$ cat src/hw/rtl/msixvt_pkg.sv
// Shared types and constants for the MSI-X vector table controller.
`timescale 1ns / 1ps

package msixvt_pkg;

  typedef enum logic [1:0] {
    ACT_READ  = 2'd0,
    ACT_WRITE = 2'd1,
    ACT_RAISE = 2'd2,
    ACT_FMASK = 2'd3
  } action_t;

  typedef enum logic [1:0] {
    CFG_TABLE_OFFSET = 2'd0,
    CFG_PBA_OFFSET   = 2'd1,
    CFG_NUM_VECTORS  = 2'd2
  } cfg_reg_t;

  typedef enum logic [2:0] {
    ST_IDLE,
    ST_EXEC,
    ST_RD_WAIT,
    ST_SCAN,
    ST_MSG_RD,
    ST_EMIT
  } state_t;

  localparam logic [31:0] BAD_READ    = 32'hdeadf00d;
  localparam logic [1:0]  CTRL_WORD   = 2'd3;
  localparam logic [1:0]  WORD_ADDR_LO = 2'd0;
  localparam logic [1:0]  WORD_ADDR_HI = 2'd1;
  localparam logic [1:0]  WORD_DATA    = 2'd2;
  localparam int          ENTRY_BYTES = 16;
  localparam int          PBA_BYTES   = 4;
  localparam int          CFG_W       = 12;
  localparam int          NUMV_W      = 6;
  localparam int          VEC_FIELD_W = 5;

  typedef struct packed {
    logic in_tbl;
    logic in_pba;
  } region_t;

  typedef struct packed {
    logic [31:0]            read_data;
    logic                   msg_valid;
    logic [63:0]            msg_address;
    logic [31:0]            msg_data;
    logic [VEC_FIELD_W-1:0] msg_vector;
    logic                   last;
  } result_t;

endpackage

$ cat src/hw/rtl/msixvt_decode.sv
// Host offset decode into table and PBA regions, and table dword index.
`timescale 1ns / 1ps

module msixvt_decode import msixvt_pkg::*; #(
  parameter int MAX_VECTORS  = 32,
  parameter int REGION_BYTES = 4096,
  parameter int ADDR_W       = 7
) (
  input  logic [CFG_W-1:0]  offset,
  input  logic [CFG_W-1:0]  table_offset,
  input  logic [CFG_W-1:0]  pba_offset,
  output region_t           region,
  output logic [ADDR_W-1:0] dw_addr
);

  localparam int SPAN_W = CFG_W + 1;

  logic [SPAN_W-1:0] off_x;
  logic [SPAN_W-1:0] tbl_x;
  logic [SPAN_W-1:0] pba_x;
  logic [SPAN_W-1:0] tbl_end;
  logic [SPAN_W-1:0] pba_end;
  logic [CFG_W-1:0]  diff;
  logic              in_space;

  assign off_x    = {1'b0, offset};
  assign tbl_x    = {1'b0, table_offset};
  assign pba_x    = {1'b0, pba_offset};
  assign tbl_end  = tbl_x + SPAN_W'(ENTRY_BYTES * MAX_VECTORS);
  assign pba_end  = pba_x + SPAN_W'(PBA_BYTES);
  assign in_space = off_x < SPAN_W'(REGION_BYTES);

  // lower region is cut short where the other one begins
  assign region.in_tbl = in_space && (off_x >= tbl_x) && (off_x < tbl_end) &&
                         !((tbl_x < pba_x) && (off_x >= pba_x));
  assign region.in_pba = in_space && (off_x >= pba_x) && (off_x < pba_end) &&
                         !((pba_x < tbl_x) && (off_x >= tbl_x));

  assign diff    = offset - table_offset;
  assign dw_addr = diff[ADDR_W+1:2];

endmodule

$ cat config.mk
export PLATFORM = sky130hd
export DESIGN_NAME = msixvt_decode
export DESIGN_NICKNAME = d
export VERILOG_FILES = /design/src/hw/rtl/msixvt_pkg.sv /design/src/hw/rtl/msixvt_decode.sv
export SDC_FILE = /design/constraint.sdc
export NUM_CORES = 1
export LEC_CHECK = 0
export ABC_AREA = 1
export BUFFER_PORTS_ARGS = -buffer_cell sky130_fd_sc_hd__buf_2
export CORE_UTILIZATION = 50
export DETAILED_ROUTE_END_ITERATION = 6
export PLACE_DENSITY = 0.76
export SLEW_MARGIN = 20
export SYNTH_ARGS = -nofsm -noshare
export SYNTH_HDL_FRONTEND = slang
export SYNTH_SLANG_ARGS = --single-unit
$ cat constraint.sdc
create_clock -name vclk -period 2.89
set_clock_uncertainty 0.15 [all_clocks]
set_input_delay 0.4335 -clock vclk [all_inputs]
set_output_delay 0.4335 -clock vclk [all_outputs]
set_load 0.1 [all_outputs]
==> flow_summary.toml, run 1 <==
[outcome]
outcome = "finished, final reports clean"

[route]
wl_per_cell_um = 9.95
vias = 1854
viasPerCell = 4.74
drc = 0
first_pass_iters = 4
wl_um = 3890
ant_nets = 0
dr.first_iter.drc_count = 68

[floorplan]
core_area_um2 = 3150
rows = 20
dieWidth_um = 60.7
die_h_um = 60.7
die_area_um2 = 3690
start_util_pct = 54.7
ioPinCount = 45

[worst_setup_path]
critPathCaptureType = "output pin"
required_ns = 2.31
startpoint_type = "input port"
path_class = "in2out"
path_max_fanout = 4
cp.arrival_ns = 2.27

[min_path]
min_delay_path_depth = 6
min_to = "region[0]"
holdCritStartpoint = "pba_offset[11]"
hold_path_class = "in2out"

[final_layout]
drive_gt1_share_pct = 21.9
antenna_cells = 0
clock_buffers = 0
register_area_um2 = 0
areaGrowthSynthToFinish_pct = 31.9
final_nets = 436
n_sequential_cell = 0
design_area_um2 = 2270

[sta]
grt_setup_unrepaired = "yes"
hold_viol_final = 0
maxSlewViolCount = 0
finalWorstSetupSlack_ns = 0.0347
worst_pin_slew_ns = 0.484
setup_viol = 0
clock.fmax_ghz = 0.350
period_needed_ns = 2.86
slew-limit-headroom_pct = 68.0
timing.final.crit_share_pct = 98.8

[grt]
gr-total-overflow = 0
grt_max_degree = 6
track_usage_pct = 22.3
grt_first_pass_wirelength_um = 6470
antenna_found_initial = 0
grt_pass1_vias = 1636

[yosys]
ys_warn_count = 0
avgSynthCellArea_um2 = 5.84
syn_nets = 382
synthCells = 295
netlist_top_cells_area = "ha_1 (37%), nand2_1 (20%), inv_1 (14%)"
ys_types = 20
ys_top_cells_by_count = "nand2_1 (90), inv_1 (65), ha_1 (51)"
seq_area_frac_synth_pct = 0
synth.top_cell.area_share_pct = 37.0
synth.most_common_cell = "nand2_1"
synth.cell_area_um2 = 1720
synth_top_area_cell = "ha_1"

[pwr]
power.leakage_uw = 0.00143
vdd_drop_max_v = 0.0000951
power_density_nw_per_um2 = 274

[placement]
gp_congestion = 0.953
pre_cts_ws_ns = -0.0280
place_area_um2 = 2200
dp_hpwl_um = 3500
port-buffer-count = 45

[clock_network]
ctsHoldBuffers = 0

[flow_run]
cap_violations = 0
[how the worst max path moves through the flow]
stage                        startpoint         to  slack, ns  cells after the start
after floorplan           pba_offset[2]  region[0]      -0.26                     15
after global placement    pba_offset[2]  region[0]       0.01                     17
after detailed placement  pba_offset[2]  region[0]      -0.03                     17
after CTS                 pba_offset[5]  region[0]      0.003                     14
after global routing      pba_offset[2]  region[0]      -0.10                     17
final                     pba_offset[2]  region[0]       0.03                     15
[stage by stage]
step                      setup TNS [ns]  total power [uW]  hold WS, ns  util, %  instances
after CTS                              0               617         1.27     70.0        390
after floorplan                   -0.262               434         1.07        -        295
final                                  0               624         1.28     72.1        391
after detailed placement         -0.0280               614         1.27     69.7        390
after global routing              -0.104               682         1.32     72.1        391
after global placement                 0               607         1.28     69.7        390
[logic make-up after synthesis]
kind of cell             count (synthesis)  share of synthesized area (%)
buffers and inverters                   67                           14.6
XOR/XNOR                                14                           7.11
AO/OA/AOI/OAI                           25                           8.20
AND/OR/NAND/NOR                        138                           33.1
adder cells (fa/ha/maj)                 51                           37.0
[critical path, stage by stage]
cell     delay, ns
buf_8         0.08
nand4_1       0.19
nor2_2        0.21
buf_4         0.13
nand2_2       0.04
xor2_1        0.14
ha_1          0.30
nand3_2       0.10
inv_2         0.04
a21oi_2       0.10
nand2_1       0.06
nand2_1       0.05
nand2_1       0.06
nor2_2        0.15
buf_12        0.19
[final cells by class]
cell class                      count  area (um2)
Multi-Input combinational cell    228        1570
Inverter                           67         251
Fill cell                         304         878
Tap cell                           44        55.1
Timing Repair Buffer               52         397
[layout by cell type (no fill, tap or decap)]
cell      count
buf_2        35
clkinv_1      1
ha_4          1
buf_6         3
buf_4         7
a21oi_1      16
nand2_2       2
nor2_2        5
nand2_1      89
ha_1         50
inv_2         2
xor2_2        4
nor2_4        1
nor3_2        1
a21o_1        3
nand3_2       3
nand4_1       5
buf_12        6
buf_8         1
o21ai_0       3
and2_1        2
nand3_1      11
o21bai_2      1
xor2_1        5
inv_1        64
nor3_1        1
o31ai_1       1
xnor2_2       3
xnor2_1       2
nor2_1       18
a21oi_2       1
[repair_timing]
action                                  CTS  global route
endpoints found under the setup margin    1             1
buffers inserted                          0             1
gates resized for setup                   2            17
pin swaps                                 2            10
[routing by layer]
| layer | vias up | GRT usage [%] | share of wire, % |
|---|---|---|---|
| met5 | - | 0 | 0 |
| met4 | 0 | 1.30 | 0.21 |
| met3 | 2 | 0.213 | 3.4 |
| met2 | 37 | 39.2 | 46 |
| met1 | 794 | 32.1 | 50 |
| li1 | 1021 | - | - |
[power by group]
part | switching (uW) | total, uW | internal (uW)
logic | 404 | 624 | 220
registers | 0 | 0 | 0
clock network | 0 | 0 | 0
(Power assumes the default switching activity.)
==> inputs of run 2 (changes only) <==
==> constraint.sdc (replaced) <==
create_clock -name vclk -period 2.76
set_clock_uncertainty 0.15 [all_clocks]
set_input_delay 0.414 -clock vclk [all_inputs]
set_output_delay 0.414 -clock vclk [all_outputs]
set_load 0.1 [all_outputs]
==> run 2 against run 1 <==
Power is 6.7% higher. Design area grew 2.9%. Clock-buffer cell count is the same. Critical path depth rose by 2. Global-route usage rose by 1.3 points. Non-clock buffer count up 7. Setup slack lost 0.052 ns. The flow now finishes with violations (setup timing). Sequential cell count is the same. Final cell count rose by 1.8%. Hold slack worse by 0.054 ns. Combinational power is 6.7% higher.
==> flow_summary.toml, run 2 (synthesized netlist as in run 1, its figures left out) <==
[sta]
setup_viol = 1
hold_viol_final = 0
worst_pin_slew_ns = 0.484
finalWorstSetupSlack_ns = -0.0176
period_needed_ns = 2.78
clock.fmax_ghz = 0.360
setup_tns_ns = -0.0176
maxSlewViolCount = 0
grt_setup_unrepaired = "yes"
slew-limit-headroom_pct = 68.0
timing.final.crit_share_pct = 101

[floorplan]
core_area_um2 = 3150
dieWidth_um = 60.7
die_h_um = 60.7
die_area_um2 = 3690
start_util_pct = 54.7
rows = 20
ioPinCount = 45

[final_layout]
final_common_cell = "nand2_1"
antenna_cells = 0
n_sequential_cell = 0
register_area_um2 = 0
areaGrowthSynthToFinish_pct = 35.8
final_cell_mix = "nand2_1 (88), inv_1 (65), ha_1 (50), buf_2 (37), nor2_1 (18)"
drive_gt1_share_pct = 23.4
clock_buffers = 0
finalNonFillerCells = 398
final_nets = 443

[grt]
track_usage_pct = 23.7
antenna_found_initial = 0
grt_first_pass_wirelength_um = 6800
grt_max_degree = 6
grt_pass1_vias = 1692
gr-total-overflow = 0

[route]
wl_per_cell_um = 10.2
vias = 1892
first_pass_iters = 4
viasPerCell = 4.75
drc = 0
dr.first_iter.drc_count = 104
ant_nets = 0
wl_um = 4050

[outcome]
outcome = "finished with violations"
failed_checks = "setup timing"

[worst_setup_path]
worstPathCellList = "buf_8 -> ha_4 -> nand3_4 -> nor2_4 -> nand2_2 -> xor2_1 -> ha_1 -> nand2_1 -> nand2_1 -> nand2_1 -> nand2_1 -> a21oi_1 -> nand2_1 -> nand2_1 -> nand2_1 -> nor2_2 -> buf_12"
crit_path_top_delay_cell = "ha_1"
cpMostUsedCell = "nand2_1"
timing.critical_path.buf_inv = 2
path_class = "in2out"
required_ns = 2.20
cp.arrival_ns = 2.21
startpoint_type = "input port"
path_max_fanout = 3
critPathCaptureType = "output pin"
cpLargestDelayFamily = "simple AND/OR/NAND/NOR gates"
max_stage_delay_ns = 0.32

[min_path]
hold_path_class = "in2out"

[flow_run]
cap_violations = 0

[placement]
dp_cells = 397
port-buffer-count = 45
dp_hpwl_um = 3670
gp_congestion = 0.905

[pwr]
power.leakage_uw = 0.00146
vdd_drop_max_v = 0.0000936
power_density_nw_per_um2 = 284
run 2: cell types whose count changed in the layout (fill, tap and decap cells not counted), moves of 2 or more:
cell     previous run  this run
nand3_2             3         1
buf_2              35        37
o21ai_0             3         1
o21ai_1             0         2
buf_4               7        12
run 2: area by class of cell:
cell class | count | area, um2
timing repair buffer | 59 | 448
inverter | 67 | 251
multi-input combinational | 228 | 1590
fill | 296 | 812
tap | 44 | 55.1
run 2: worst paths after layout:
check	cells past startpoint	from	slack [ns]	end
max	17	pba_offset[3]	-0.02	region[0]
min	6	pba_offset[10]	1.22	region[0]
run 2: report_power, final:
part,internal [uW],switching (uW)
clock,0,0
combinational,237,429
sequential,0,0
total,237,429
run 2: what timing repair did:
item | CTS | global route
cloned | 0 | 0
resized for setup | 12 | 9
pin swaps | 9 | 12
hold buffers | 0 | 0
setup endpoints to repair | 1 | 1
setup buffers | 1 | 0
run 2: worst min-delay path, cell delays in order:
cell	delay, ns
buf_2	0.13
nand4_1	0.08
nand2_1	0.05
nand2_1	0.06
nor2_2	0.05
buf_12	0.15
run 2: metrics by stage:
stage	area (um2)	worst slack, ns	util, %	hold WS, ns	power [uW]
global route	2340	-0.127	74.2	1.27	724
floorplan	1790	-0.353	-	1.03	457
global placement	2250	-0.0635	71.5	1.24	644
finish	2340	-0.0176	74.2	1.22	666
CTS	2310	0.000865	73.2	1.22	662
detailed placement	2250	-0.120	71.5	1.22	653
run 2: layer usage:
| metal | track usage, % | up-vias | wire, um |
|---|---|---|---|
| met5 | 0 | - | 0 |
| met4 | 0.974 | 0 | 0 |
| met3 | 0 | 0 | 80 |
| met2 | 43.0 | 25 | 1940 |
| met1 | 33.1 | 825 | 2030 |
| li1 | - | 1042 | - |
==> inputs of run 3 (changes only) <==
--- a/config.mk
+++ b/config.mk
@@ -10,6 +10,7 @@
 export CORE_UTILIZATION = 50
 export DETAILED_ROUTE_END_ITERATION = 6
 export PLACE_DENSITY = 0.76
+export RECOVER_POWER = 100
 export SLEW_MARGIN = 20
 export SYNTH_ARGS = -nofsm -noshare
 export SYNTH_HDL_FRONTEND = slang
==> run 3 against run 2 <==
The flow still finishes with violations (setup timing). Via count fell by 0.11%. Global-route usage unchanged. Final cell count stayed put. Non-clock buffer count did not move. Sequential cell count unchanged. Core utilization decreased by 1.2 points.
==> flow_summary.toml, run 3 (synthesized netlist as in run 1, its figures left out) <==
[worst_setup_path]
critPathCaptureType = "output pin"
cp.arrival_ns = 2.21
path_max_fanout = 3
startpoint_type = "input port"
path_class = "in2out"
required_ns = 2.20

[pwr]
power.leakage_uw = 0.00145
power_density_nw_per_um2 = 276
vdd_drop_max_v = 0.0000935

[final_layout]
finalNonFillerCells = 398
drive_gt1_share_pct = 23.2
final_nets = 443
register_area_um2 = 0
clock_buffers = 0
final_common_cell = "nand2_1"
antenna_cells = 0
n_sequential_cell = 0
design_area_um2 = 2300
final_cell_mix = "nand2_1 (88), inv_1 (65), ha_1 (50), buf_2 (34), nor2_1 (19)"
areaGrowthSynthToFinish_pct = 33.7
multi_input_area_um2 = 1580
final.fill_count = 304

[grt]
grt_max_degree = 6
grt_first_pass_wirelength_um = 6800
use_met1_pct = 33.1
busiest_layer = "met2"
track_usage_pct = 23.7
grt_pass1_vias = 1692
antenna_found_initial = 0
gr-total-overflow = 0
met3_usage_pct = 0
met2_usage_pct = 43.0

[placement]
gp_congestion = 0.905
place_area_um2 = 2250
dp_hpwl_um = 3670
dp_cells = 397
port-buffer-count = 45

[sta]
setup_tns_ns = -0.0176
grt_setup_unrepaired = "yes"
timing.final.crit_share_pct = 101
worst_pin_slew_ns = 0.540
clock.fmax_ghz = 0.360
finalWorstSetupSlack_ns = -0.0176
slew-limit-headroom_pct = 64.2
hold_viol_final = 0
period_needed_ns = 2.78
maxSlewViolCount = 0
setup_viol = 1

[route]
first_pass_iters = 4
dr.first_iter.drc_count = 83
viasPerCell = 4.75
wl_um = 4060
vias = 1890
drc = 0
wl_per_cell_um = 10.2
ant_nets = 0

[floorplan]
die_h_um = 60.7
die_area_um2 = 3690
core_area_um2 = 3150
rows = 20
ioPinCount = 45
start_util_pct = 54.7
dieWidth_um = 60.7

[outcome]
failed_checks = "setup timing"
outcome = "finished with violations"

[flow_run]
cap_violations = 0

[min_path]
hold_path_class = "in2out"

[clock_network]
ctsHoldBuffers = 0
[run 3: cell count changes in the layout (fill, tap and decap cells not counted)]
cell,delta
buf_12,-3
buf_2,-3
buf_6,+1
clkbuf_2,+3
clkbuf_4,+2
nor2_1,+1
nor2_2,-1
[run 3: routing by layer]
| metal | up-vias | part of all wire [%] |
|---|---|---|
| met3 | 0 | 1.9 |
| met5 | - | 0 |
| met4 | 0 | 0 |
| li1 | 1043 | - |
| met1 | 824 | 51 |
| met2 | 23 | 48 |
[run 3: path summary, 6_finish.rpt]
path | from | to | slack [ns] | cells after the start
worst max-delay path | pba_offset[3] | region[0] | -0.02 | 17
worst min-delay path | pba_offset[10] | region[0] | 1.22 | 6
[run 3: final cells by class]
cell class	instances	share of cell area [%]
multi-input combinational	228	68.7
tap	44	2.39
inverter	67	10.9
timing repair buffer	59	18.0
[run 3: worst max-delay path: stages]
cell and delay, ns:
buf_8 0.08, ha_4 0.14, nand3_4 0.07, nor2_4 0.12
nand2_2 0.06, xor2_1 0.14, ha_1 0.32, nand2_1 0.07
nand2_1 0.05, nand2_1 0.05, nand2_1 0.05, a21oi_1 0.11
nand2_1 0.06, nand2_1 0.06, nand2_1 0.06, nor2_2 0.16
buf_12 0.19
[run 3: timing repair]
action	in CTS	in global routing
setup endpoints to repair	1	1
setup buffers	1	0
hold endpoints to repair	0	0
pin swaps	9	12
gates resized for setup	12	9
[run 3: stage by stage]
step	util, %	setup WS [ns]	hold WS (ns)	power, uW
floorplan	-	-0.353	1.03	457
global placement	71.5	-0.0635	1.24	644
detailed placement	71.5	-0.120	1.22	653
CTS	73.2	0.000865	1.22	662
global route	73.1	-0.127	1.27	694
finish	73.1	-0.0176	1.22	636
[run 3: report_power, final]
part | switching (uW) | leakage, uW | internal, uW
combinational | 425 | 0.00145 | 212
sequential | 0 | 0 | 0
clock | 0 | 0 | 0
