--- config.mk ---
export PLATFORM = sky130hd
export DESIGN_NAME = msixvt_seq
export DESIGN_NICKNAME = d
export VERILOG_FILES = /design/src/hw/rtl/msixvt_pkg.sv /design/src/hw/rtl/msixvt_seq.sv
export SDC_FILE = /design/constraint.sdc
export NUM_CORES = 1
export LEC_CHECK = 0
export BUFFER_PORTS_ARGS = -buffer_cell sky130_fd_sc_hd__buf_4
export CORE_UTILIZATION = 61
export CTS_BUF_LIST = sky130_fd_sc_hd__clkbuf_4
export DETAILED_ROUTE_END_ITERATION = 8
export GPL_ROUTABILITY_DRIVEN = 1
export GPL_TIMING_DRIVEN = 0
export PLACE_DENSITY = 0.9
export SYNTH_ARGS = -nofsm -noshare
export SYNTH_HDL_FRONTEND = slang
export SYNTH_SLANG_ARGS = --single-unit
--- constraint.sdc ---
create_clock -name clk -period 9.1 [get_ports clk]
set_input_delay 1.365 -clock clk [delete_from_list [all_inputs] [get_ports clk]]
set_output_delay 1.365 -clock clk [all_outputs]
set_load 0.05 [all_outputs]
--- src/hw/rtl/msixvt_pkg.sv ---
// Shared types and constants for the MSI-X vector table controller.
`timescale 1ns / 1ps

package msixvt_pkg;

  typedef enum logic [1:0] {
    ACT_READ  = 2'd0,
    ACT_WRITE = 2'd1,
    ACT_RAISE = 2'd2,
    ACT_FMASK = 2'd3
  } action_t;

  typedef enum logic [1:0] {
    CFG_TABLE_OFFSET = 2'd0,
    CFG_PBA_OFFSET   = 2'd1,
    CFG_NUM_VECTORS  = 2'd2
  } cfg_reg_t;

  typedef enum logic [2:0] {
    ST_IDLE,
    ST_EXEC,
    ST_RD_WAIT,
    ST_SCAN,
    ST_MSG_RD,
    ST_EMIT
  } state_t;

  localparam logic [31:0] BAD_READ    = 32'hdeadf00d;
  localparam logic [1:0]  CTRL_WORD   = 2'd3;
  localparam logic [1:0]  WORD_ADDR_LO = 2'd0;
  localparam logic [1:0]  WORD_ADDR_HI = 2'd1;
  localparam logic [1:0]  WORD_DATA    = 2'd2;
  localparam int          ENTRY_BYTES = 16;
  localparam int          PBA_BYTES   = 4;
  localparam int          CFG_W       = 12;
  localparam int          NUMV_W      = 6;
  localparam int          VEC_FIELD_W = 5;

  typedef struct packed {
    logic in_tbl;
    logic in_pba;
  } region_t;

  typedef struct packed {
    logic [31:0]            read_data;
    logic                   msg_valid;
    logic [63:0]            msg_address;
    logic [31:0]            msg_data;
    logic [VEC_FIELD_W-1:0] msg_vector;
    logic                   last;
  } result_t;

endpackage

--- src/hw/rtl/msixvt_seq.sv ---
// Transaction sequencer: masks, pending bits, flush walk and message assembly.
`timescale 1ns / 1ps

module msixvt_seq import msixvt_pkg::*; #(
  parameter int MAX_VECTORS = 32,
  parameter int VEC_W       = 5,
  parameter int ADDR_W      = 7
) (
  input  logic              clk,
  input  logic              rst,
  input  logic              in_valid,
  output logic              in_ready,
  input  logic [1:0]        action,
  input  logic [31:0]       write_data,
  input  logic [4:0]        vector,
  input  logic              mask_value,
  input  region_t           region,
  input  logic [ADDR_W-1:0] dw_addr,
  input  logic [NUMV_W-1:0] num_vectors,
  output logic              ram_we,
  output logic [ADDR_W-1:0] ram_waddr,
  output logic [31:0]       ram_wdata,
  output logic [ADDR_W-1:0] ram_raddr,
  input  logic [31:0]       ram_rdata,
  output logic              emit_valid,
  input  logic              emit_ready,
  output result_t           res
);

  state_t state;
  state_t state_next;

  action_t              act;
  region_t              reg_hit;
  logic [VEC_W-1:0]     acc_vec;
  logic [1:0]           acc_word;
  logic [31:0]          wdata;
  logic [4:0]           rvec;
  logic                 mval;
  logic                 fmasked;
  logic [MAX_VECTORS-1:0] vmask;
  logic [MAX_VECTORS-1:0] pending;
  logic [MAX_VECTORS-1:0] scan;
  logic [MAX_VECTORS-1:0] in_range;
  logic [MAX_VECTORS-1:0] cur_bit;
  logic [VEC_W-1:0]     cur;
  logic [1:0]           cnt;

  logic accept;
  logic is_ctrl;
  logic vec_ok;
  logic [VEC_W-1:0] rv;
  logic unmask_send;
  logic raise_send;
  logic raise_hold;
  logic flush_start;
  logic read_mem;
  logic scan_empty;
  logic flush_last;

  assign accept      = in_valid && in_ready;
  assign is_ctrl     = acc_word == CTRL_WORD;
  assign vec_ok      = {1'b0, rvec} < 6'(MAX_VECTORS);
  assign rv          = rvec[VEC_W-1:0];
  assign unmask_send = (act == ACT_WRITE) && reg_hit.in_tbl && is_ctrl && !wdata[0] &&
                       pending[acc_vec] && !fmasked;
  assign raise_send  = (act == ACT_RAISE) && vec_ok && !fmasked && !vmask[rv];
  assign raise_hold  = (act == ACT_RAISE) && vec_ok && (fmasked || vmask[rv]);
  assign flush_start = (act == ACT_FMASK) && fmasked && !mval;
  assign read_mem    = (act == ACT_READ) && reg_hit.in_tbl && !is_ctrl;

  always_comb begin
    for (int i = 0; i < MAX_VECTORS; i++) begin
      in_range[i] = NUMV_W'(i) < num_vectors;
    end
  end

  assign cur_bit    = MAX_VECTORS'(1) << cur;
  assign scan_empty = scan == '0;
  assign flush_last = (scan & ~cur_bit) == '0;

  // next state
  always_comb begin
    state_next = state;
    unique case (state)
      ST_IDLE: begin
        if (accept) state_next = ST_EXEC;
      end
      ST_EXEC: begin
        if (read_mem) state_next = ST_RD_WAIT;
        else if (unmask_send || raise_send) state_next = ST_MSG_RD;
        else if (flush_start) state_next = ST_SCAN;
        else state_next = ST_EMIT;
      end
      ST_RD_WAIT: state_next = ST_EMIT;
      ST_SCAN: begin
        if (scan_empty) state_next = ST_EMIT;
        else if (scan[cur]) state_next = ST_MSG_RD;
      end
      ST_MSG_RD: begin
        if (cnt == CTRL_WORD) state_next = ST_EMIT;
      end
      ST_EMIT: begin
        if (emit_ready) state_next = res.last ? ST_IDLE : ST_SCAN;
      end
      default: state_next = ST_IDLE;
    endcase
  end

  // control outputs
  always_comb begin
    in_ready   = 1'b0;
    emit_valid = 1'b0;
    ram_we     = 1'b0;
    ram_raddr  = {acc_vec, acc_word};
    unique case (state)
      ST_IDLE:   in_ready = 1'b1;
      ST_EXEC:   ram_we = (act == ACT_WRITE) && reg_hit.in_tbl && !is_ctrl;
      ST_MSG_RD: ram_raddr = {cur, cnt};
      ST_EMIT:   emit_valid = 1'b1;
      default: begin
      end
    endcase
  end

  assign ram_waddr = {acc_vec, acc_word};
  assign ram_wdata = wdata;

  always_ff @(posedge clk) begin
    if (rst) begin
      state   <= ST_IDLE;
      fmasked <= 1'b0;
      vmask   <= '1;
      pending <= '0;
    end else begin
      state <= state_next;
      if (state == ST_EXEC) begin
        if ((act == ACT_WRITE) && reg_hit.in_tbl && is_ctrl) begin
          vmask[acc_vec] <= wdata[0];
        end
        if (unmask_send) begin
          pending[acc_vec] <= 1'b0;
        end
        if (raise_hold) begin
          pending[rv] <= 1'b1;
        end
        if (act == ACT_FMASK) begin
          fmasked <= mval;
        end
      end
      if ((state == ST_SCAN) && !scan_empty && scan[cur]) begin
        pending[cur] <= 1'b0;
      end
    end
  end

  // payload and walk registers
  always_ff @(posedge clk) begin
    if (accept) begin
      act      <= action_t'(action);
      reg_hit  <= region;
      acc_vec  <= dw_addr[ADDR_W-1:2];
      acc_word <= dw_addr[1:0];
      wdata    <= write_data;
      rvec     <= vector;
      mval     <= mask_value;
    end
    unique case (state)
      ST_EXEC: begin
        res      <= '0;
        res.last <= 1'b1;
        cnt      <= WORD_ADDR_LO;
        if (act == ACT_READ) begin
          if (reg_hit.in_tbl) res.read_data <= {31'd0, vmask[acc_vec]};
          else if (reg_hit.in_pba) res.read_data <= 32'(pending);
          else res.read_data <= BAD_READ;
        end
        if (unmask_send) begin
          cur            <= acc_vec;
          res.msg_valid  <= 1'b1;
          res.msg_vector <= VEC_FIELD_W'(acc_vec);
        end
        if (raise_send) begin
          cur            <= rv;
          res.msg_valid  <= 1'b1;
          res.msg_vector <= VEC_FIELD_W'(rv);
        end
        if (flush_start) begin
          scan <= pending & in_range;
          cur  <= '0;
        end
      end
      ST_RD_WAIT: res.read_data <= ram_rdata;
      ST_SCAN: begin
        res      <= '0;
        res.last <= 1'b1;
        cnt      <= WORD_ADDR_LO;
        if (!scan_empty) begin
          if (scan[cur]) begin
            scan[cur]      <= 1'b0;
            res.msg_valid  <= 1'b1;
            res.msg_vector <= VEC_FIELD_W'(cur);
            res.last       <= flush_last;
          end else begin
            cur <= cur + 1'b1;
          end
        end
      end
      ST_MSG_RD: begin
        cnt <= cnt + 1'b1;
        // read data is the word issued in the previous cycle (registered memory read)
        case (cnt)
          WORD_ADDR_HI: res.msg_address[31:0]  <= ram_rdata;
          WORD_DATA:    res.msg_address[63:32] <= ram_rdata;
          CTRL_WORD:    res.msg_data           <= ram_rdata;
          default: begin
          end
        endcase
      end
      default: begin
      end
    endcase
  end

endmodule

==> impl_metrics.yaml, run 1 <==
synth:
  yosys.area_share.simple_pct: 14.0
  syn_nets: 1239
  ys_types: 66
  synth_cells: 1139
  synthXorXnorAreaFrac_pct: 0.130
  syn-cell-area_sq_mm: 0.0134
  synth_ff_type: "edfxtp_1"
  synth_top_family_by_area: "compound AO/OA/AOI/OAI gates"
  yosys.area.top_type: "edfxtp_1"
  synth-compound-area-share_pct: 15.9
  ys_top_cells_by_area: "edfxtp_1 50%, dfxtp_1 10%, o21ai_0 3.5%, mux4_2 3.2%, nand2_1 2.8%"
  async_reset_ff_share_pct: 0
  syn_area_per_cell_sq_um: 11.8
  ys_seq_area_share_pct: 60.0
  muxShareOfSynthArea_pct: 5.61
  ys_warn_count: 0
  ys_ff_latch: 291
  synth_top_area_share_pct: 49.8
  synth_fa_ha_area_share_pct: 0.838
  synth-edff-count: 223
detailed_routing:
  drc: 0
  drtIter0Drc: 1754
  wl_per_cell_um: 25.9
  drt.antenna.violating_nets: 0
  dr.pass1.iters: 6
  via_count: 12300
  routed_via_density: 6.76
  wirelength_mm: 47.1
floorplanning:
  die_w_um: 150
  start_util_pct: 63.1
  die-area_sq_mm: 0.0226
  core_area_sq_mm: 0.0213
  rows: 53
  ios: 275
  die_y_um: 150
global_route:
  grt_pass1_wl_mm: 69.7
  grt_max_degree: 37
  antenna_found_initial: 2
  grt_overflow_total: 0
  track_usage_pct: 42.4
  first_global_vias: 11900
timing:
  max_slew_margin_pct: 12.1
  fin_crit_sh_pct: 48.0
  fin_setup_tns_ns: 0
  finalSetupViolCount: 0
  worst_pin_slew_ns: 1.32
  max_freq_ghz: 0.229
  rsz0062_at_grt: "false"
  final_max_slew_viol_count: 0
  finalCriticalPeriod_ns: 4.37
  hold_violations: 0
  fin_skew_ns: 0.0343
critical_path:
  reg2reg_slack_ns: 5.34
  cp_data_required_time_ns: 7.74
  path_class: "reg2out"
  cp.arrival_ns: 3.00
  critPathMaxFanout: 10
  worstSetupStartpoint: "state[1]"
  r2r-start: "cur[3]"
  startpoint_type: "flop"
  endpoint_kind: "output port"
min_path:
  min_from: "vmask[8]"
  hold_class: "reg2reg"
cells_and_area:
  multi_input_area_sq_mm: 0.00492
  final_core_util_pct: 79.1
  drive_gt1_share_pct: 28.9
  regArea_sq_mm: 0.00806
  nFillCells: 1349
  synthToLayoutAreaGrowth_pct: 25.3
  fin_nets: 1587
clock_network:
  clkTransAtPathRegs_ns: 0.06
  cts_tree: "built"
  htree_levels: 3
  clock_sinks: 291
  cts_setup_buffers: 0
  cts_buffers: 72
  clockBufferDepth: 3
  ctsHoldBuffers: 0
  cts_root_buf: "clkbuf_4"
  clkLatencyLatePin_ns: 0.71
  cts-resized-gates: 0
power:
  vdd_ir_drop_max_v: 0.000236
  power_density_mw_per_mm2: 317
  power_leakage_uw: 0.00638
placement:
  place_congestion: 1.05
  dpl.hpwl_mm: 33.6
  numPortBuffers: 272
status:
  status: "finished, final reports clean"
flow_run:
  cap_viol_max_count: 0
synthesized netlist by cell type (3+ instances only):
library cell	n
nor2_1	41
o31a_1	3
nand3b_1	7
buf_6	5
a221oi_1	33
and3_1	38
dfxtp_1	68
o21ai_0	95
o211ai_1	11
a31oi_1	3
o22ai_1	17
buf_1	5
a22o_1	32
nor3_1	24
or3_1	10
and2_1	10
mux4_2	19
clkbuf_1	68
or3b_1	3
or2_2	6
ha_1	9
mux2i_1	30
nand4_1	6
o2bb2ai_1	3
nor2b_1	3
o2111ai_1	5
nor3_2	4
o41ai_1	32
nand2b_1	23
buf_2	12
nand2_1	101
o221ai_1	8
a21o_1	4
edfxtp_1	223
a21boi_0	4
a21oi_1	45
inv_1	21
nand3_1	62
nor4_1	8
flip-flops by register name (all words and copies together) (netlist names):
| register | cells |
|---|---|
| rv | 5 |
| scan | 32 |
| act | 2 |
| fmasked | 1 |
| vmask | 32 |
| state | 3 |
| cur | 5 |
| acc_word | 2 |
| reg_hit | 2 |
| cnt | 2 |
| ram_wdata | 32 |
| mval | 1 |
| res | 135 |
| acc_vec | 5 |
| pending | 32 |
cell usage in the layout (no fill, tap or decap), drive strengths merged, types with 19 or more instances in the layout:
master | synthesis | routed
o41ai | 32 | 32
clkinv | 0 | 28
nor2 | 41 | 41
mux2i | 30 | 30
and3 | 38 | 38
o21ai | 97 | 97
mux4 | 19 | 19
edfxtp | 223 | 223
a21oi | 45 | 45
nand2b | 23 | 23
nand2 | 101 | 101
buf | 23 | 297
nand3 | 62 | 62
dfxtp | 68 | 68
a22o | 32 | 32
a221oi | 33 | 33
nor3 | 28 | 28
inv | 21 | 22
clkbuf | 69 | 167
power breakdown:
group / internal (uW) / leakage, uW / total, uW / switching (uW)
logic: 540 / 0.00315 / 2230 / 1690
registers: 1840 / 0.00268 / 1960 / 122
clock network: 590 / 0.000553 / 1150 / 558
total: 2970 / 0.00638 / 5340 / 2370
per-stage QoR:
step	std cells	instance area (sq um)	power, uW	setup WS [ns]	hold slack (ns)
floorplan	1139	13400	3440	5.09	0.442
global placement	1686	15800	4110	4.18	0.456
detailed placement	1688	15900	4180	5.50	0.462
CTS	1818	16800	5310	4.78	0.469
global route	1819	16800	5490	4.54	0.490
finish	1819	16800	5340	4.73	0.469
routing by layer:
metal,routed length [um],GRT usage [%]
met3,6560,13.8
met1,15400,49.4
met4,2850,23.7
met2,22300,69.2
met5,38,0
cell families (layout without fill, tap and decap cells):
logic type,count (synthesis),after routing
buffers and inverters,113,517
AOI/OAI and AO/OA,312,312
adders and majority gates,9,9
other,0,1
DFF,291,291
muxes,51,51
and+or+nand+nor,361,361
xor gates and xnor gates,2,2
final cells by class:
class	count	share of cell area, %
timing repair buffer	274	12.4
clock buffer	98	4.37
tap	275	2.04
sequential	291	47.8
antenna	1	0.0149
buffer	92	2.39
multi-input combinational	735	29.2
clock inverter	32	1.24
inverter	21	0.468
worst max-delay path: stages (launching register included):
cell,delay (ns)
dfxtp_1,0.30
clkbuf_1,0.25
nor2_1,0.60
and2_1,0.42
clkbuf_1,0.33
nand2_1,0.09
o21ai_0,0.11
buf_4,0.23
worst paths after layout:
| kind | to | depth (start not counted) |
|---|---|---|
| worst max-delay path | ram_raddr[2] | 7 |
| worst min-delay path | vmask[8] | 2 |
| worst max register to register | scan[9] | 8 |
| worst min register to register | vmask[8] | 2 |
No activity file was read; power rests on OpenSTA's default activity.
==> inputs of run 2 (changes only) <==
- CORE_UTILIZATION: 61 -> 57
- PLACE_DENSITY: 0.9 -> 0.85
- clock period: 9.1 -> 4.4 ns (I/O delays scaled with it)
==> impl_metrics.yaml, run 2 (same netlist as run 1, synthesis figures left out) <==
critical_path:
  cp_slowest_stage_delay_ns: 0.59
  slowest_stage: "nor2_1"
  path_cells: "clkbuf_1 > nor2_1 > and2_1 > clkbuf_1 > nand2_1 > o21ai_0 > buf_4"
  startpoint_type: "flop"
  critPathMaxFanout: 10
  ff2ff_path_depth: 10
  crit_buf_inv: 3
  path_class: "reg2out"
  cp.arrival_ns: 3.06
  endpoint_kind: "output port"
  cp.depth: 7
  cp_common_cell: "clkbuf_1"
  reg2reg_slack_ns: 0.76
  cp_data_required_time_ns: 3.74
  crit_family: "simple AND/OR/NAND/NOR gates"
clock_network:
  cts_root_buf: "clkbuf_4"
  clkLatencyLatePin_ns: 0.75
  clockBufferDepth: 3
  cts_tree: "built"
  clkTransAtPathRegs_ns: 0.06
  clock_sinks: 291
  ctsHoldBuffers: 0
  cts-resized-gates: 0
  cts_buffers: 75
  cts_setup_buffers: 0
  htree_levels: 3
detailed_routing:
  drc: 0
  dr.pass1.iters: 6
  routed_via_density: 6.45
  wl_per_cell_um: 25.5
  via_count: 12000
  wirelength_mm: 47.5
  drtIter0Drc: 1749
  drt.antenna.violating_nets: 0
timing:
  fin_ws_ns: 0.682
  finalSetupViolCount: 0
  max_freq_ghz: 0.269
  rsz0062_at_grt: "false"
  finalCriticalPeriod_ns: 3.72
  fin_skew_ns: 0.0617
  final_max_slew_viol_count: 0
  hold_violations: 0
  fin_crit_sh_pct: 84.5
  max_slew_margin_pct: 8.40
  worst_pin_slew_ns: 1.36
flow_run:
  cap_viol_max_count: 0
cells_and_area:
  drive_gt1_share_pct: 29.8
  fin_area_sq_mm: 0.0169
  synthToLayoutAreaGrowth_pct: 25.9
  final_cell_mix: "273 x buf_4, 223 x edfxtp_1, 113 x clkbuf_4"
  regMostFlops: "res"
  fin_nets: 1590
  largest_reg_flops: 135
  layout_commonest_cell: "buf_4"
power:
  vdd_ir_drop_max_v: 0.000427
  finalPower_uw: 11000
  power_leakage_uw: 0.00641
  power_density_mw_per_mm2: 651
floorplanning:
  start_util_pct: 58.8
  core_area_sq_mm: 0.0228
  die_y_um: 156
  die_w_um: 156
  die-area_sq_mm: 0.0242
  rows: 55
  ios: 275
global_route:
  met1_usage_pct: 48.8
  grt.met3_usage_pct: 10.7
  antenna_found_initial: 2
  grt_overflow_total: 0
  track_usage_pct: 39.4
  grt_pass1_wl_mm: 70.0
  top_usage_layer: "met2"
  grt_util_met2_pct: 64.8
  first_global_vias: 11600
  grt_max_degree: 46
placement:
  dpl.hpwl_mm: 34.1
  numPortBuffers: 272
  place_congestion: 0.987
  place_area_sq_mm: 0.0159
  place_ws_ns: 0.961
status:
  status: "finished, final reports clean"
min_path:
  hold_class: "in2reg"
  holdPathStages: 1
-- run 2: routing by layer --
| metal | wire length [um] | share of wire (%) | vias up |
|---|---|---|---|
| li1 | - | - | 5205 |
| met5 | 0 | 0 | - |
| met2 | 22600 | 48 | 906 |
| met3 | 5210 | 11 | 178 |
| met1 | 17400 | 37 | 5740 |
| met4 | 2290 | 4.8 | 0 |
-- run 2: path summary, 6_finish.rpt --
path	startpoint	to
max reg2reg	cur[4]	scan[20]
max	state[1]	ram_raddr[5]
min reg2reg	vmask[3]	vmask[3]
min	region[0]	reg_hit[0]
-- run 2: final cells by class --
type	instances	area, sq um
antenna	2	5.00
inverter	21	78.8
clock buffer	113	848
sequential	291	8060
tap	313	392
multi-input combinational	735	4920
timing repair buffer	274	2080
fill	1560	5920
clock inverter	24	134
buffer	92	403
-- run 2: metrics by stage --
step                TNS [ns]  hold slack [ns]  util (%)  instances
global placement      -27.54            0.451      69.5       1724
global route               0           0.0657      74.1       1865
CTS                        0           0.0658      74.0       1863
finish                     0           0.0934      74.1       1865
detailed placement         0            0.462      69.7       1726
floorplan                  0            0.442         -       1139
-- run 2: power breakdown --
group	internal (uW)	switching [uW]
Clock	1200	1180
Sequential	3800	241
Combinational	1120	3480
Total	6120	4900
==> inputs of run 3 (changes only) <==
- CORE_UTILIZATION: 57 -> 52
- PLACE_DENSITY: 0.85 -> 0.82
- clock period: 4.4 -> 3.37 ns (I/O delays scaled with it)
==> impl_metrics.yaml, run 3 (same netlist as run 1, synthesis figures left out) <==
detailed_routing:
  drc: 0
  drtIter0Drc: 1502
  routed_via_density: 6.36
  via_count: 12200
  dr.pass1.iters: 7
  wl_per_cell_um: 24.8
  drt.antenna.violating_nets: 0
  wirelength_mm: 47.7
timing:
  fin_skew_ns: 0.0749
  hold_violations: 0
  fin_crit_sh_pct: 96.3
  final_max_slew_viol_count: 0
  worst_pin_slew_ns: 1.27
  max_slew_margin_pct: 14.5
  finalSetupViolCount: 0
  max_freq_ghz: 0.308
  fin_setup_tns_ns: 0
  rsz0062_at_grt: "false"
  finalCriticalPeriod_ns: 3.24
cells_and_area:
  drive_gt1_share_pct: 29.1
  synthToLayoutAreaGrowth_pct: 29.9
  largest_reg_flops: 135
  regMostFlops: "res"
  fin_area_sq_mm: 0.0175
  layout_commonest_cell: "buf_4"
  fin_nets: 1635
  final_cell_mix: "273 x buf_4, 223 x edfxtp_1, 111 x clkbuf_4"
  nFillCells: 1852
critical_path:
  r2r-start: "cur[4]"
  startpoint_type: "flop"
  cp_data_required_time_ns: 3.73
  cp.arrival_ns: 3.61
  critPathMaxFanout: 27
  reg2reg_slack_ns: 0.13
  endpoint_kind: "flop"
  path_class: "reg2reg"
  reg2reg_to: "scan[6]"
  ff2ff_path_depth: 10
power:
  vdd_ir_drop_max_v: 0.000724
  p_comb_share_pct: 41.5
  p_sw_share_pct: 43.9
  p_clk_share_pct: 22.0
  power_density_mw_per_mm2: 830
  seq_power_share_pct: 36.5
  power_leakage_uw: 0.00661
  p_sw_uw: 6370
  p_int_uw: 8120
global_route:
  track_usage_pct: 35.9
  top_usage_layer: "met2"
  grt_util_met2_pct: 59.2
  grt.met3_usage_pct: 8.91
  first_global_vias: 12100
  antenna_found_initial: 2
  grt_pass1_wl_mm: 70.7
  grt_max_degree: 50
  met1_usage_pct: 43.6
  grt_overflow_total: 0
floorplanning:
  die_w_um: 163
  die_y_um: 163
  rows: 58
  start_util_pct: 53.2
  die-area_sq_mm: 0.0265
  core_area_sq_mm: 0.0253
  ios: 275
clock_network:
  cts_tree: "built"
  htree_levels: 3
  clockBufferDepth: 3
  clock_sinks: 291
  clkTransAtPathRegs_ns: 0.07
  cts_root_buf: "clkbuf_4"
  clkLatencyLatePin_ns: 0.73
  cts_buffers: 72
placement:
  place_congestion: 0.992
  place_area_sq_mm: 0.0159
  dpl.hpwl_mm: 33.7
  numPortBuffers: 272
min_path:
  hold_class: "in2reg"
  hold_path_end: "res[103]"
  holdPathStages: 2
  min_from: "ram_rdata[0]"
flow_run:
  cap_viol_max_count: 0
status:
  status: "finished, final reports clean"
[run 3: cell types whose count changed in the layout (fill, tap and decap cells not counted), sizes merged]
cell and change:
dlygate4sd3 +49, inv -3, buf -1, clkinv -3, clkbuf -2, bufinv +2
[run 3: what timing repair did]
action	CTS	global route
hold endpoints to repair	48	1
setup endpoints to repair	11	47
hold buffers	48	1
resized for setup	2	8
setup buffers	0	0
pin swaps	0	0
[run 3: cell type report]
cell class              count  area, sq um  area share, %
clock inverters            20          145          0.831
clock buffers             111          833           4.77
inverters                  21         78.8          0.452
flip-flops and latches    291         8060           46.2
repair buffers            322         2550           14.6
well taps                 330          413           2.37
multi-input cells         735         4970           28.5
plain buffers              92          404           2.32
diodes                      2         5.00         0.0287
[run 3: worst max path at each step]
stage | from | cells past startpoint | end
detailed placement | cur[3] | 8 | scan[20]
finish | cur[4] | 10 | scan[6]
CTS | cur[4] | 10 | scan[6]
floorplan | cur[4] | 9 | scan[0]
global placement | cur[3] | 7 | scan[2]
global route | state[0] | 7 | ram_raddr[4]
[run 3: per-stage QoR]
step	hold WS, ns	power (uW)	setup slack (ns)	cells	utilization, %
CTS	0.000264	14400	0.0154	1921	68.9
floorplan	0.442	9280	0.00505	1139	-
global route	0.0981	15000	0.0170	1924	69.1
finish	0.110	14500	0.126	1924	69.1
detailed placement	0.465	11200	0.0187	1742	63.1
global placement	0.452	11100	-1.13	1741	62.9
[run 3: critical path, cell delays in order, from the launching register on]
cell      delay (ns)
edfxtp_1        0.39
clkbuf_1        0.22
or3b_2          0.51
clkbuf_1        0.23
o21ai_0         0.21
o22ai_1         0.13
o211ai_1        0.18
clkbuf_2        0.31
nand2_1         0.27
o21ai_4         0.23
buf_12          0.24
[run 3: power by group through the flow]
stage	Sequential, uW	Combinational (uW)	Clock [uW]
global placement	5330	5780	0
floorplan	7720	1550	0
detailed placement	5360	5870	0
global route	5350	6230	3370
CTS	5290	5920	3160
finish	5290	6010	3180
[run 3: routing by layer]
layer	share of wire [%]	routed length (um)
met1	36	17200
met2	48	22900
met3	11	5150
met4	5.1	2420
met5	0	0
